--- config.mk ---
export PLATFORM = sky130hd
export DESIGN_NAME = gmps_cfg
export DESIGN_NICKNAME = d
export VERILOG_FILES = /design/src/hw/rtl/gmps_pkg.sv /design/src/hw/rtl/gmps_cfg.sv
export SDC_FILE = /design/constraint.sdc
export NUM_CORES = 1
export LEC_CHECK = 0
export ABC_AREA = 1
export BUFFER_PORTS_ARGS = -buffer_cell sky130_fd_sc_hd__buf_4
export CAP_MARGIN = 10
export CORE_MARGIN = 2
export CORE_UTILIZATION = 55
export CTS_CLUSTER_DIAMETER = 80
export DETAILED_ROUTE_END_ITERATION = 16
export PLACE_DENSITY = 0.8
export SLEW_MARGIN = 20
export SYNTH_ARGS = -nofsm -noshare
export SYNTH_HDL_FRONTEND = slang
export SYNTH_SLANG_ARGS = --single-unit
--- constraint.sdc ---
create_clock -name clk -period 1.6 [get_ports clk]
set_input_delay 0.08 -clock clk [delete_from_list [all_inputs] [get_ports clk]]
set_output_delay 0.08 -clock clk [all_outputs]
set_load 0.05 [all_outputs]
--- src/hw/rtl/gmps_pkg.sv ---
// Package for the grid maze path search unit: shared types, codes and constants.
// Used by gmps_cfg, gmps_ctrl, gmps_dpath and grid_maze_path_search_unit.
`timescale 1ns / 1ps

package gmps_pkg;

    // Default grid capacity
    localparam int MAX_ROWS_DEF = 64;
    localparam int MAX_COLS_DEF = 64;

    // Register port geometry
    localparam int CFG_IDX_W  = 3;
    localparam int CFG_DATA_W = 7;

    // Field widths
    localparam int DIM_W   = 7;                // num_rows / num_cols
    localparam int POS_W   = 6;                // start/end coordinates
    localparam int DIM_MAX = 127;              // largest value a DIM_W register holds
    localparam int LIMIT_W = 2 * DIM_W;        // rows * cols

    // Register reset values
    localparam logic [DIM_W-1:0] NUM_ROWS_RST = DIM_W'(64);
    localparam logic [DIM_W-1:0] NUM_COLS_RST = DIM_W'(64);

    // Register indexes
    localparam logic [CFG_IDX_W-1:0] CFG_NUM_ROWS  = 3'd0;
    localparam logic [CFG_IDX_W-1:0] CFG_NUM_COLS  = 3'd1;
    localparam logic [CFG_IDX_W-1:0] CFG_START_ROW = 3'd2;
    localparam logic [CFG_IDX_W-1:0] CFG_START_COL = 3'd3;
    localparam logic [CFG_IDX_W-1:0] CFG_END_ROW   = 3'd4;
    localparam logic [CFG_IDX_W-1:0] CFG_END_COL   = 3'd5;

    // Neighbor order: north, east, south, west
    typedef enum logic [1:0] {
        DIR_N = 2'd0,
        DIR_E = 2'd1,
        DIR_S = 2'd2,
        DIR_W = 2'd3
    } dir_t;

    typedef enum logic [3:0] {
        ST_CLEAR,
        ST_IDLE,
        ST_INIT,
        ST_START_ADDR,
        ST_START_MARK,
        ST_EXPAND,
        ST_NB_ADDR,
        ST_NB_READ,
        ST_NB_CHECK,
        ST_TOP_READ,
        ST_TOP_LOAD,
        ST_DONE
    } state_t;

    // Effective configuration
    typedef struct packed {
        logic [DIM_W-1:0] rows_eff;
        logic [DIM_W-1:0] cols_eff;
        logic [POS_W-1:0] start_row;
        logic [POS_W-1:0] start_col;
        logic [POS_W-1:0] end_row;
        logic [POS_W-1:0] end_col;
    } cfg_t;

    // Controller to datapath
    typedef struct packed {
        logic load;        // store the accepted cell
        logic init;        // seed the stack with the start cell
        logic calc_np;     // form the linear position of the candidate cell
        logic mark;        // mark the candidate cell visited
        logic expand;      // take the next direction of the top entry
        logic push;        // mark the candidate visited and push it
        logic top_load;    // refill the top entry from the stack memory
        logic clear;       // clear one store entry
        logic clear_grid;  // include the grid store in the clear
    } cmd_t;

    // Datapath to controller
    typedef struct packed {
        logic start_eq_goal;
        logic start_outside;
        logic in_grid;     // neighbor of the top entry lies in the grid
        logic dir_last;    // top entry is on its last direction
        logic popped;      // last expansion removed the top entry
        logic cell_free;   // candidate is open and not yet visited
        logic at_goal;     // candidate is the goal cell
        logic sp_zero;
        logic clear_last;
    } stat_t;

endpackage

--- src/hw/rtl/gmps_cfg.sv ---
// Configuration register file of the grid maze path search unit.
// Depends on gmps_pkg.
`timescale 1ns / 1ps

module gmps_cfg
    import gmps_pkg::*;
#(
    parameter int MAX_ROWS = MAX_ROWS_DEF,
    parameter int MAX_COLS = MAX_COLS_DEF
) (
    input  logic                  clk,
    input  logic                  rst_n,
    input  logic                  cfg_we,
    input  logic [CFG_IDX_W-1:0]  cfg_index,
    input  logic [CFG_DATA_W-1:0] cfg_data,
    output cfg_t                  cfg
);

    localparam int ROW_CAP = (MAX_ROWS < DIM_MAX) ? MAX_ROWS : DIM_MAX;
    localparam int COL_CAP = (MAX_COLS < DIM_MAX) ? MAX_COLS : DIM_MAX;

    logic [DIM_W-1:0] num_rows_reg;
    logic [DIM_W-1:0] num_cols_reg;
    logic [POS_W-1:0] start_row_reg;
    logic [POS_W-1:0] start_col_reg;
    logic [POS_W-1:0] end_row_reg;
    logic [POS_W-1:0] end_col_reg;

    always_ff @(posedge clk or negedge rst_n)
    begin
        if (!rst_n)
        begin
            num_rows_reg  <= NUM_ROWS_RST;
            num_cols_reg  <= NUM_COLS_RST;
            start_row_reg <= '0;
            start_col_reg <= '0;
            end_row_reg   <= '0;
            end_col_reg   <= '0;
        end
        else if (cfg_we)
        begin
            case (cfg_index)
                CFG_NUM_ROWS:  num_rows_reg  <= cfg_data[DIM_W-1:0];
                CFG_NUM_COLS:  num_cols_reg  <= cfg_data[DIM_W-1:0];
                CFG_START_ROW: start_row_reg <= cfg_data[POS_W-1:0];
                CFG_START_COL: start_col_reg <= cfg_data[POS_W-1:0];
                CFG_END_ROW:   end_row_reg   <= cfg_data[POS_W-1:0];
                CFG_END_COL:   end_col_reg   <= cfg_data[POS_W-1:0];
                default:       ;
            endcase
        end
    end

    // Clamp the grid size to the store capacity
    always_comb
    begin
        cfg.rows_eff  = (num_rows_reg > DIM_W'(ROW_CAP)) ? DIM_W'(ROW_CAP) : num_rows_reg;
        cfg.cols_eff  = (num_cols_reg > DIM_W'(COL_CAP)) ? DIM_W'(COL_CAP) : num_cols_reg;
        cfg.start_row = start_row_reg;
        cfg.start_col = start_col_reg;
        cfg.end_row   = end_row_reg;
        cfg.end_col   = end_col_reg;
    end

endmodule

After elaboration in Yosys (flattened, before gate mapping). Index checks and enable logic that the tools add are counted.

Flip-flop bits (word level): 38. Bits of input ports: 13. Output and inout port bits: 38. Word-level logic and storage cells: 22.

Magnitude comparators: 2. Eq/ne operators: 5. Multiplexer cells: 2. Reductions and logical operators: 7.

Operator list (number): $gt A7 B7 Y1 const B (2); $mux W7 (2); $reduce_and A2 Y1 (6); $eq A3 B2 Y1 const B (2); $eq A3 B3 Y1 const B (2); $eq A3 B1 Y1 const B (1); $logic_not A3 Y1 (1).

Depth between registers and ports, before layout.
Depth after elaboration: 2. Mapped depth: 7. Depth with buffers taken out: 5.

Worst setup path before layout. Ideal clock, no wire load.

Kind: reg2out. From: register num_rows_reg[4]. To: output port cfg[31] in the netlist's numbering. Arrival time: 1426 ps. Data required time: 1520 ps. Setup slack: 94 ps. Cell stages (with the launch flop): 4. Buffers on the path: 0. Cell sequence: dfrtp_1 > nor2_1 > nand3_1 > a21oi_1.

RTL lines: from (decl) (RTL line gmps_cfg.sv:22) `logic [DIM_W-1:0] num_rows_reg;`; from (signal assigned) (RTL line gmps_cfg.sv:43) `CFG_NUM_ROWS: num_rows_reg <= cfg_data[DIM_W-1:0];`; to (decl) (RTL line gmps_cfg.sv:16) `output cfg_t cfg`.

==> qor.csv <==
stage,metric,value,unit
die,io pins,51,
die,die area,0.00379,mm2
sta,Setup Viol. Count Final,0,
route,initial drt markers,62,
synth,synthesized cell area,0.00182,mm2
layout,Antenna Diode Count,0,
pwr,Max VDD drop,0.855,mV
critical_path,nature of the critical path endpoint,primary output,
layout,area delta synth->final,24.6,%
flow_run,max-cap viol count,0,
layout,area of the multi-input gates,699,um2
route,DRT Pass-1 Iters,4,
critical_path,reg2reg setup slack,750,ps
global_routing,GR Util met1,0.262,
die,Die Ht,61.6,um
critical_path,crit path cell chain,"nor2_1, nand3_2, a21oi_1, buf_4",
layout,fill count,254,
sta,skew final,0,ps
layout,most frequent cells in the layout,"buf_4 (50), nand2_1 (47), dfrtp_1 (36)",
global_routing,met3 Use GR,0.0567,
status,outcome,finished clean,
route,drt via density,5.07,
critical_path,R2R cell count,2,
placement,PortBufs,50,
layout,layout cells sized above 1,0.429,
global_routing,GRT Total Usage,0.215,
placement,pre-CTS WS,435,ps
clock_tree,setup bufs post-CTS,0,
clock_tree,Clock Pin Slew Worst Setup and Hold Paths,110,ps
die,# rows,20,
critical_path,top cell family by delay on the critical path,flip-flops,
clock_tree,Root Buffer,clkbuf_4,
global_routing,grt total ovfl,0,
layout,end-of-flow core utilization,0.731,
synth,flip-flop and latch count after synthesis,38,
die,Initial Util,0.587,
clock_tree,Clock Tree Buf Depth,2,
synth,syn avg cell area,9.59,um2
worst_hold_path,hold_sp,cfg_data[5],
layout,"commonest non-fill, non-tap cell in the layout",buf_4,
sta,final worst path period share,0.975,
layout,nets,250,
critical_path,crit path DAT,1480,ps
route,vias,1430,
sta,tightest hold margin,30.2,ps
layout,FF+latch area,953,um2
clock_tree,clk sink count,38,
global_routing,largest net degree at the start of global routing,39,
global_routing,vias in the first global route,1353,
global_routing,met2 Use GR,0.368,
worst_hold_path,hold-critical path depth,3,
critical_path,crit path kind,reg -> out,
synth,Syn Nets,203,
synth,post-synth cell types,19,
critical_path,crit-path max cell delay,410,ps
pwr,PwrDens,1450,mW/mm2
sta,headroom to the max-slew limit,0.691,
die,area of the core,0.00310,mm2
layout,Finished Layout Cells,282,
critical_path,Crit-path slowest cell,dfrtp_1,
global_routing,first-pass GRT wire length,5.84,mm
pwr,PnR Total Power,3.28,mW
die,Die W,61.6,um
sta,final hold violation count,0,
clock_tree,clock latency on the worst-skew pair,330,ps
critical_path,"critical path fanouts, max",6,
global_routing,GRT Max-Usage Layer,met2,
clock_tree,CTS tree,yes,
sta,minimum clock period,1560,ps
sta,Peak Freq,641,MHz
placement,Placed Instance Area,0.00216,mm2
synth,Synth Warn #,0,
worst_hold_path,Worst Hold Class,in -> reg,
clock_tree,CTS Buf Count,5,
critical_path,crit path buf inv count,1,
layout,post-route cell area,0.00227,mm2
clock_tree,H-tree depth,2,
sta,post-route setup slack,40.7,ps
sta,Setup TNS Final,0,ps
synth,post-synthesis cell count,190,
placement,Placer Congestion,0.741,
sta,Slew Limit Fails,0,
sta,RSZ-0062 raised after global routing,true,
route,Detail Route Antenna Nets,0,
critical_path,Startpoint Class,register,
placement,placed insts,272,
synth,"Seq/Total Area, Yosys",0.523,
critical_path,Reg-to-Reg Start,num_rows_reg[6],
critical_path,Worst R2R End,num_rows_reg[6],
placement,Detailed Place HPWL,2.74,mm
route,DRC,0,
pwr,Pleak,1.20,nW
route,final WL,3.73,mm
worst_hold_path,Hold EP,start_col_reg[5],
route,Routed WL per cell,13.2,um
sta,Worst Tran Pin Value,464,ps
global_routing,initial antenna violation count,0,
critical_path,CP Data Required Time,1520,ps
[power breakdown]
part | internal [mW] | switching, mW | total (mW) | leakage [nW]
logic | 0.414 | 1.00 | 1.41 | 0.678
registers | 1.15 | 0.136 | 1.28 | 0.474
clock network | 0.300 | 0.284 | 0.585 | 0.0446
total | 1.86 | 1.42 | 3.28 | 1.20
[Yosys cell counts (all sizes together)]
| master | instances | area (um2) |
|---|---|---|
| nand3 | 4 | 20.0 |
| dfrtp | 36 | 901 |
| nor2 | 11 | 81.3 |
| a21oi | 10 | 50.1 |
| inv | 22 | 87.6 |
| o21ai | 26 | 228 |
| nand4 | 12 | 75.1 |
| buf | 8 | 80.1 |
| nand2 | 55 | 231 |
| clkbuf | 4 | 15.0 |
| dfstp | 2 | 52.6 |
[worst max path at each step]
| stage | from | to | slack, ps | depth (start not counted) |
|---|---|---|---|---|
| after floorplan | num_rows_reg[4] | cfg[31] | 90 | 3 |
| after global placement | num_rows_reg[4] | cfg[36] | 510 | 4 |
| after detailed placement | num_rows_reg[2] | cfg[34] | 430 | 4 |
| after CTS | num_rows_reg[2] | cfg[34] | 40 | 4 |
| after global routing | num_rows_reg[4] | cfg[32] | -60 | 4 |
| final | num_rows_reg[4] | cfg[32] | 40 | 4 |
[routing by layer]
| layer | up-vias | share of wire |
|---|---|---|
| met5 | - | 0 |
| met4 | 0 | 0.010 |
| met3 | 6 | 0.040 |
| li1 | 703 | - |
| met1 | 694 | 0.43 |
| met2 | 27 | 0.52 |
[area by class of cell]
type                    count  area share
inverters                  22      0.0386
clock buffers               8      0.0347
well taps                  44      0.0243
multi-input cells         118       0.308
repair buffers             52       0.174
flip-flops and latches     38       0.420
[worst register-to-register path, cell delays in order (launching register included)]
cell and delay [ps]:
dfstp_2 630, nand2_1 90, o21ai_2 70
[kinds of logic after synthesis]
logic type	Yosys count	share of synthesized area
buf+inv	34	0.100
simple gates	82	0.224
compound gates	36	0.152
flops	38	0.523
[repair_timing]
action,CTS,global route
gates resized for setup,0,3
endpoints found under the hold margin,38,0
hold buffers,2,0
endpoints found under the setup margin,0,8
No activity file was read; power rests on OpenSTA's default activity.
