## config.mk

```make
export PLATFORM = sky130hd
export DESIGN_NAME = gmps_ctrl
export DESIGN_NICKNAME = d
export VERILOG_FILES = /design/src/hw/rtl/gmps_pkg.sv /design/src/hw/rtl/gmps_ctrl.sv
export SDC_FILE = /design/constraint.sdc
export NUM_CORES = 1
export LEC_CHECK = 0
export BUFFER_PORTS_ARGS = -buffer_cell sky130_fd_sc_hd__buf_2
export CAP_MARGIN = 20
export CORE_MARGIN = 3
export CORE_UTILIZATION = 39
export DETAILED_ROUTE_END_ITERATION = 10
export GPL_ROUTABILITY_DRIVEN = 0
export PLACE_DENSITY = 0.71
export SLEW_MARGIN = 10
export SYNTH_ARGS = -nofsm -noshare
export SYNTH_HDL_FRONTEND = slang
export SYNTH_SLANG_ARGS = --single-unit
```

## constraint.sdc

```tcl
create_clock -name clk -period 3.92 [get_ports clk]
set_clock_uncertainty 0.15 [all_clocks]
set_input_delay 0.588 -clock clk [delete_from_list [all_inputs] [get_ports clk]]
set_output_delay 0.588 -clock clk [all_outputs]
set_load 0.05 [all_outputs]
```

## src/hw/rtl/gmps_pkg.sv

```systemverilog
// Package for the grid maze path search unit: shared types, codes and constants.
// Used by gmps_cfg, gmps_ctrl, gmps_dpath and grid_maze_path_search_unit.
`timescale 1ns / 1ps

package gmps_pkg;

    // Default grid capacity
    localparam int MAX_ROWS_DEF = 64;
    localparam int MAX_COLS_DEF = 64;

    // Register port geometry
    localparam int CFG_IDX_W  = 3;
    localparam int CFG_DATA_W = 7;

    // Field widths
    localparam int DIM_W   = 7;                // num_rows / num_cols
    localparam int POS_W   = 6;                // start/end coordinates
    localparam int DIM_MAX = 127;              // largest value a DIM_W register holds
    localparam int LIMIT_W = 2 * DIM_W;        // rows * cols

    // Register reset values
    localparam logic [DIM_W-1:0] NUM_ROWS_RST = DIM_W'(64);
    localparam logic [DIM_W-1:0] NUM_COLS_RST = DIM_W'(64);

    // Register indexes
    localparam logic [CFG_IDX_W-1:0] CFG_NUM_ROWS  = 3'd0;
    localparam logic [CFG_IDX_W-1:0] CFG_NUM_COLS  = 3'd1;
    localparam logic [CFG_IDX_W-1:0] CFG_START_ROW = 3'd2;
    localparam logic [CFG_IDX_W-1:0] CFG_START_COL = 3'd3;
    localparam logic [CFG_IDX_W-1:0] CFG_END_ROW   = 3'd4;
    localparam logic [CFG_IDX_W-1:0] CFG_END_COL   = 3'd5;

    // Neighbor order: north, east, south, west
    typedef enum logic [1:0] {
        DIR_N = 2'd0,
        DIR_E = 2'd1,
        DIR_S = 2'd2,
        DIR_W = 2'd3
    } dir_t;

    typedef enum logic [3:0] {
        ST_CLEAR,
        ST_IDLE,
        ST_INIT,
        ST_START_ADDR,
        ST_START_MARK,
        ST_EXPAND,
        ST_NB_ADDR,
        ST_NB_READ,
        ST_NB_CHECK,
        ST_TOP_READ,
        ST_TOP_LOAD,
        ST_DONE
    } state_t;

    // Effective configuration
    typedef struct packed {
        logic [DIM_W-1:0] rows_eff;
        logic [DIM_W-1:0] cols_eff;
        logic [POS_W-1:0] start_row;
        logic [POS_W-1:0] start_col;
        logic [POS_W-1:0] end_row;
        logic [POS_W-1:0] end_col;
    } cfg_t;

    // Controller to datapath
    typedef struct packed {
        logic load;        // store the accepted cell
        logic init;        // seed the stack with the start cell
        logic calc_np;     // form the linear position of the candidate cell
        logic mark;        // mark the candidate cell visited
        logic expand;      // take the next direction of the top entry
        logic push;        // mark the candidate visited and push it
        logic top_load;    // refill the top entry from the stack memory
        logic clear;       // clear one store entry
        logic clear_grid;  // include the grid store in the clear
    } cmd_t;

    // Datapath to controller
    typedef struct packed {
        logic start_eq_goal;
        logic start_outside;
        logic in_grid;     // neighbor of the top entry lies in the grid
        logic dir_last;    // top entry is on its last direction
        logic popped;      // last expansion removed the top entry
        logic cell_free;   // candidate is open and not yet visited
        logic at_goal;     // candidate is the goal cell
        logic sp_zero;
        logic clear_last;
    } stat_t;

endpackage

```

## src/hw/rtl/gmps_ctrl.sv

```systemverilog
// Controller of the grid maze path search unit: load, search and clear sequencing.
// Depends on gmps_pkg; drives the command struct of gmps_dpath.
`timescale 1ns / 1ps

module gmps_ctrl
    import gmps_pkg::*;
(
    input  logic  clk,
    input  logic  rst_n,
    input  logic  start,
    input  logic  last_cell,
    input  stat_t stat,
    output cmd_t  cmd,
    output logic  busy,
    output logic  done,
    output logic  path_found
);

    state_t state_reg, state_next;
    logic   found_reg, found_next;
    logic   clr_grid_reg, clr_grid_next;

    always_ff @(posedge clk or negedge rst_n)
    begin
        if (!rst_n)
        begin
            state_reg    <= ST_CLEAR;
            found_reg    <= 1'b0;
            clr_grid_reg <= 1'b0;
        end
        else
        begin
            state_reg    <= state_next;
            found_reg    <= found_next;
            clr_grid_reg <= clr_grid_next;
        end
    end

    always_comb
    begin
        state_next    = state_reg;
        found_next    = found_reg;
        clr_grid_next = clr_grid_reg;
        cmd           = '0;

        case (state_reg)
            ST_CLEAR:
            begin
                cmd.clear      = 1'b1;
                cmd.clear_grid = clr_grid_reg;
                if (stat.clear_last)
                    state_next = ST_IDLE;
            end
            ST_IDLE:
            begin
                if (start)
                begin
                    cmd.load = 1'b1;
                    if (last_cell)
                        state_next = ST_INIT;
                end
            end
            ST_INIT:
            begin
                if (stat.start_eq_goal)
                begin
                    found_next = 1'b1;
                    state_next = ST_DONE;
                end
                else if (stat.start_outside)
                begin
                    found_next = 1'b0;
                    state_next = ST_DONE;
                end
                else
                begin
                    cmd.init   = 1'b1;
                    state_next = ST_START_ADDR;
                end
            end
            ST_START_ADDR:
            begin
                cmd.calc_np = 1'b1;
                state_next  = ST_START_MARK;
            end
            ST_START_MARK:
            begin
                cmd.mark   = 1'b1;
                state_next = ST_EXPAND;
            end
            ST_EXPAND:
            begin
                cmd.expand = 1'b1;
                if (stat.in_grid)
                    state_next = ST_NB_ADDR;
                else if (stat.dir_last)
                    state_next = ST_TOP_READ;
            end
            ST_NB_ADDR:
            begin
                cmd.calc_np = 1'b1;
                state_next  = ST_NB_READ;
            end
            ST_NB_READ:
            begin
                state_next = ST_NB_CHECK;
            end
            ST_NB_CHECK:
            begin
                if (stat.cell_free && stat.at_goal)
                begin
                    found_next = 1'b1;
                    state_next = ST_DONE;
                end
                else if (stat.cell_free)
                begin
                    cmd.push   = 1'b1;
                    state_next = ST_EXPAND;
                end
                else if (stat.popped)
                    state_next = ST_TOP_READ;
                else
                    state_next = ST_EXPAND;
            end
            ST_TOP_READ:
            begin
                if (stat.sp_zero)
                begin
                    found_next = 1'b0;
                    state_next = ST_DONE;
                end
                else
                    state_next = ST_TOP_LOAD;
            end
            ST_TOP_LOAD:
            begin
                cmd.top_load = 1'b1;
                state_next   = ST_EXPAND;
            end
            ST_DONE:
            begin
                clr_grid_next = 1'b1;
                state_next    = ST_CLEAR;
            end
            default:
            begin
                state_next = ST_CLEAR;
            end
        endcase
    end

    assign busy       = (state_reg != ST_IDLE);
    assign done       = (state_reg == ST_DONE);
    assign path_found = found_reg;

    a_done_single: assert property (@(posedge clk) disable iff (!rst_n)
        done |=> !done)
        else $error("result strobe held longer than one cycle");

    a_last_starts_search: assert property (@(posedge clk) disable iff (!rst_n)
        (start && !busy && last_cell) |=> (busy && !done))
        else $error("final cell did not start the search");

endmodule

```

# == After elaboration in Yosys (flattened, before gate mapping) ==
# Cells that the tools add are included.
# word_totals
register_bits,6
inputBits,13
# op_classes
n_eq_ne,19
mux,30
reduce_logical,7
# op_table
operator,n
2-to-1 mux 4 bit,10
one-hot mux 4 bit (10 select lines),1
2-to-1 mux 1 bit,17
"== test 4 x 3 -> 1 bit, second input constant",4
"== test 4 bit, second input constant",4
"!= test 2 bit, second input constant",5
"== test 4 x 2 -> 1 bit, second input constant",2
AND reduction 4 bit,2
"!= test 3 bit, second input constant",2
"== test 4 x 1 -> 1 bit, second input constant",1
zero test 4 bit,1
"!= test 4 x 1 -> 1 bit, second input constant",1
OR reduction 2 bit,2
one-hot mux 1 bit (3 select lines),1
nonzero test 3 bit,1
2-to-1 mux 2 bit,1
logical AND 1 bit,1

# == Depth between registers and ports, before layout ==
# depth
depth_word,4
ltp_mapped,5

# == Worst setup path after synthesis ==
# No wires, ideal clock.
# synth_timing
kind,reg2out
from,register state_reg[3]
to,output port cmd[7] in the netlist's numbering
arrival_time_ps,2333
required_time_ps,3182
setup_slack_ps,849
path_stages_with_launch,4
path_buffers,1
path_cell_list,dfrtp_1 -> buf_6 -> nor2_2 -> nor4b_1
# synth_rtl
item,line_no,rtl
from (decl),gmps_ctrl.sv:19,"state_t state_reg, state_next;"
from (signal assigned),gmps_ctrl.sv:33,state_reg <= state_next;
to (decl),gmps_ctrl.sv:13,"output cmd_t cmd,"

==> results by stage <==
Run status:
- The run finished with clean final reports.

Worst setup path:
- The worst setup path is of the reg2out kind.
- STA puts the critical path data required time at ~3.2 ns.
- STA classifies the critical path endpoint as an output port.
- Of all nets on the critical path, the largest fanout is 13.
- The largest individual stage delay along the critical path comes from the cell sky130_fd_sc_hd__dfrtp_1.
- The startpoint identified for the worst register-to-register timing path is state_reg[0]$_DFFE_PN0P_.
- The critical path goes through nor2b_1, and3_1, buf_2.
- The most critical setup path has its startpoint at state_reg[0]$_DFFE_PN0P_.
- In this design, the stage delay of the slowest critical-path cell is around 0.6 ns.
- STA classifies the critical path startpoint as a register.
- The critical path data arrival time is approximately 1.7 ns.

Cells and area:
- Compared with the post-synthesis result, the final layout area differs by 26.1%.
- At the end of the flow, the number of nets in the layout was 105.
- The finished layout holds ~100 standard cells, fillers aside.
- The final-layout fill cell count is about 100.
- The utilization after layout is 56.1%.
- Summing all multi-input logic gate instances after layout gives roughly 330 µm².
- In the final layout, flip-flops and latches occupy 150 µm².
- With fillers left out, the area of the finished cells amounts to ~670 µm².
- The register with the most flip-flops in the layout has 4 of them.
- The number of antenna repair diodes is 0.
- Cells with a size suffix above 1 make up approximately 34% of the layout.

Placed design:
- The count of buffers added on input and output ports is 24.
- The placed instances occupy a cell area of ~630 µm².
- Counting tap cells, the placed design contains a total of 100 instances.
- The pre-CTS setup slack is ~1.8 ns.
- The estimated wirelength of the detail-placed design is 976 µm.

Route:
- Summed over all layers, the routed wires come to between 1000 and 1500 µm.
- The count of nets left with antenna violations once routing finished came out at 0.
- The post-detailed-route DRC marker count is 0.
- After the first detailed-routing iteration, the DRC count stood at 15.
- The post-detailed-route wirelength per cell is 12.9 µm.
- The detail-routed via count per cell is between 5 and 6.
- Summing over every cut layer, the via total after detailed routing is 593.
- The number of optimization iterations in the first detailed-route pass is 4.

STA:
- The final critical path takes up 61.3% of the cycle.
- At the pin with the least slew margin, the transition time is around 0.44 ns.
- The top achievable clock speed is 0.416 GHz.
- The smallest hold slack is 0.304 ns.
- The setup TNS is 0 ns.
- The final count of pins violating max slew is 0.
- The total of endpoints with negative setup slack in the final report is 0.
- The worst pin sits at a relative slew slack of 70.8%.
- Once routing completed, OpenROAD measured the worst setup slack at between 1.5 and 2 ns.
- After layout, the minimum clock period comes to between 2 and 2.5 ns.
- The number of hold violations in the final report is 0.
- Setup repair after global routing left no endpoint under its margin.

Synthesis:
- Sequential cells were found to cover 28.4% of the synthesized design area.
- The share of async-settable or async-resettable flops after synthesis is 100%.
- The mean instance size in the synthesized netlist is about 8.0 µm².
- The most used flip-flop cell after synthesis is sky130_fd_sc_hd__dfrtp_1.
- In this run the cell area of the synthesized design comes to roughly 530 µm².
- The total number of yosys warnings is 0.
- The number of synthesized register bits is 6.
- The net count of the mapped netlist is 79.
- The number of enable-type register cells in the synthesized netlist is 0.
- The synthesized netlist contains 34 unique library cells.
- Synthesis handed over a netlist of 66 instances.

Power and ir drop:
- Combinational logic burns 62.7% of the power.
- The switching power share of the total is roughly 58%.
- The net load switching power is about 0.33 mW.
- The power per unit of standard cell area is 864 nW/µm².
- The total leakage power is 0.326 nW.
- In this run, the clock network consumes between 10% and 20% of the power.
- The internal portion of total power is approximately 0.24 mW.
- Per report_power, the sequential group accounts for between 20% and 30% of the total.
- The total power consumption of the routed design is 0.575 mW.
- The highest ir drop seen on vdd is about 340 µV.

Clock tree:
- The clock-pin transition on the worst setup and hold timing paths is around 0.050 ns.
- The later pin in the worst-skew pair is clocked with a latency of between 0.2 and 0.3 ns.
- Post-CTS repair changed the size of 0 cells.
- CTS placed an instance of sky130_fd_sc_hd__clkbuf_4 at the clock tree root.
- The number of clock sinks is 6.
- The maximum level of the CTS H-tree is 1.
- The TritonCTS buffer count is 3.
- The worst-case clock buffer depth is 2.
- Buffers added to address setup during post-CTS repair amount to 0.
- TritonCTS built the clock tree.

Global route:
- Global routing finished with a remaining overflow of 0.
- The initial antenna violation count is 0.
- The number of global-route vias before repair is 509.
- The total routing resource utilization after global routing is about 16%.
- The first-pass GRT wire length is ~2200 µm.
- The pin count of the biggest net entering global routing is 16.

Floorplan:
- The floorplan step defined a die boundary enclosing ~1800 µm².
- The initial utilization of the core area, before any placement, comes to 44.5%.
- The I/O pin count is 25.
- The floorplan row count is 12.
- Measured along the x axis, the die boundary spans between 40 and 50 µm.
- The area of the core region is ~1200 µm².
- The vertical extent of the die is between 40 and 50 µm.

Worst hold path:
- The class of the worst hold path is reg2reg.
- The startpoint identified for the worst hold timing path is clr_grid_reg$_DFFE_PN0P_.

Flow run:
- The tool flagged a number of max-cap violations equal to 0.
[routing by layer]
layer  up-vias  track usage (%)  wire length, µm
met3         4             6.36              111
met2        32             24.6              632
met5         -                0                0
met1       267             18.7              569
li1        290                -                -
met4         0             9.32               27
[path summary, 6_finish.rpt]
path	to	slack (ns)	cells past startpoint
min reg2reg	clr_grid_reg$_DFFE_PN0P_	0.30	1
min	clr_grid_reg$_DFFE_PN0P_	0.30	1
max in group asynchronous	path_found$_DFFE_PN0P_	2.94	2
min in group asynchronous	clr_grid_reg$_DFFE_PN0P_	0.53	2
max	cmd[8]	1.52	3
max reg2reg	state_reg[3]$_DFFE_PN0P_	2.29	4
[power by group through the flow]
stage               Sequential [mW]  Combinational [mW]  Clock, mW
floorplan                     0.127               0.326          0
global placement              0.152               0.358          0
global route                  0.163               0.383     0.0644
CTS                           0.155               0.360     0.0599
detailed placement            0.155               0.357          0
finish                        0.156               0.361     0.0587
[synthesized netlist by cell type (2+ instances only)]
master,instances,area [µm²]
sky130_fd_sc_hd__a21oi_1,4,20.0
sky130_fd_sc_hd__a32oi_1,2,17.5
sky130_fd_sc_hd__and3_1,2,12.5
sky130_fd_sc_hd__buf_2,2,10.0
sky130_fd_sc_hd__buf_6,2,22.5
sky130_fd_sc_hd__dfrtp_1,6,150
sky130_fd_sc_hd__inv_1,2,7.51
sky130_fd_sc_hd__nand2_1,6,22.5
sky130_fd_sc_hd__nand2b_1,3,18.8
sky130_fd_sc_hd__nor2_1,6,22.5
sky130_fd_sc_hd__nor2b_1,4,25.0
sky130_fd_sc_hd__nor3_1,2,10.0
sky130_fd_sc_hd__o21ai_1,2,10.0
sky130_fd_sc_hd__o22ai_1,3,18.8
[kinds of logic after synthesis]
| group | count (synthesis) | share of synthesized area, % |
|---|---|---|
| AOI/OAI and AO/OA | 17 | 21.6 |
| xor gates and xnor gates | 2 | 3.32 |
| and+or+nand+nor | 34 | 38.4 |
| DFF | 6 | 28.4 |
| buffers and inverters | 7 | 8.29 |
[area by class of cell]
cell class                 count  share of cell area, %
multi-input combinational     53                   50.2
sequential                     6                   22.6
timing repair buffer          25                   19.5
clock buffer                   3                   3.38
tap                           14                   2.63
inverter                       3                   1.69
[layout by cell type (no fill, tap or decap), drive strengths merged]
master,instances
a2111o,1
a211oi,1
a21oi,4
a31oi,1
a32oi,2
a41oi,1
and2,1
and3,2
and4b,1
and4bb,1
buf,24
clkbuf,3
dfrtp,6
dlygate4sd3,1
inv,3
nand2,6
nand2b,4
nand3,1
nand3b,1
nor2,7
nor2b,4
nor3,2
nor3b,1
nor4b,1
o2111ai,1
o21ai,3
o22ai,3
or2,1
or3b,1
xnor2,1
xor2,1
[worst max-delay path: cells and delay by family (launching register included)]
| family | cells | cell delay [ns] |
|---|---|---|
| buffers and inverters | 1 | 0.25 |
| flip-flops | 1 | 0.60 |
| AND/OR/NAND/NOR | 2 | 0.55 |
[repair_timing]
action	in CTS	in global routing
endpoints found under the hold margin	1	0
hold buffers	1	0
setup endpoints to repair	0	0
(Power assumes the default switching activity.)
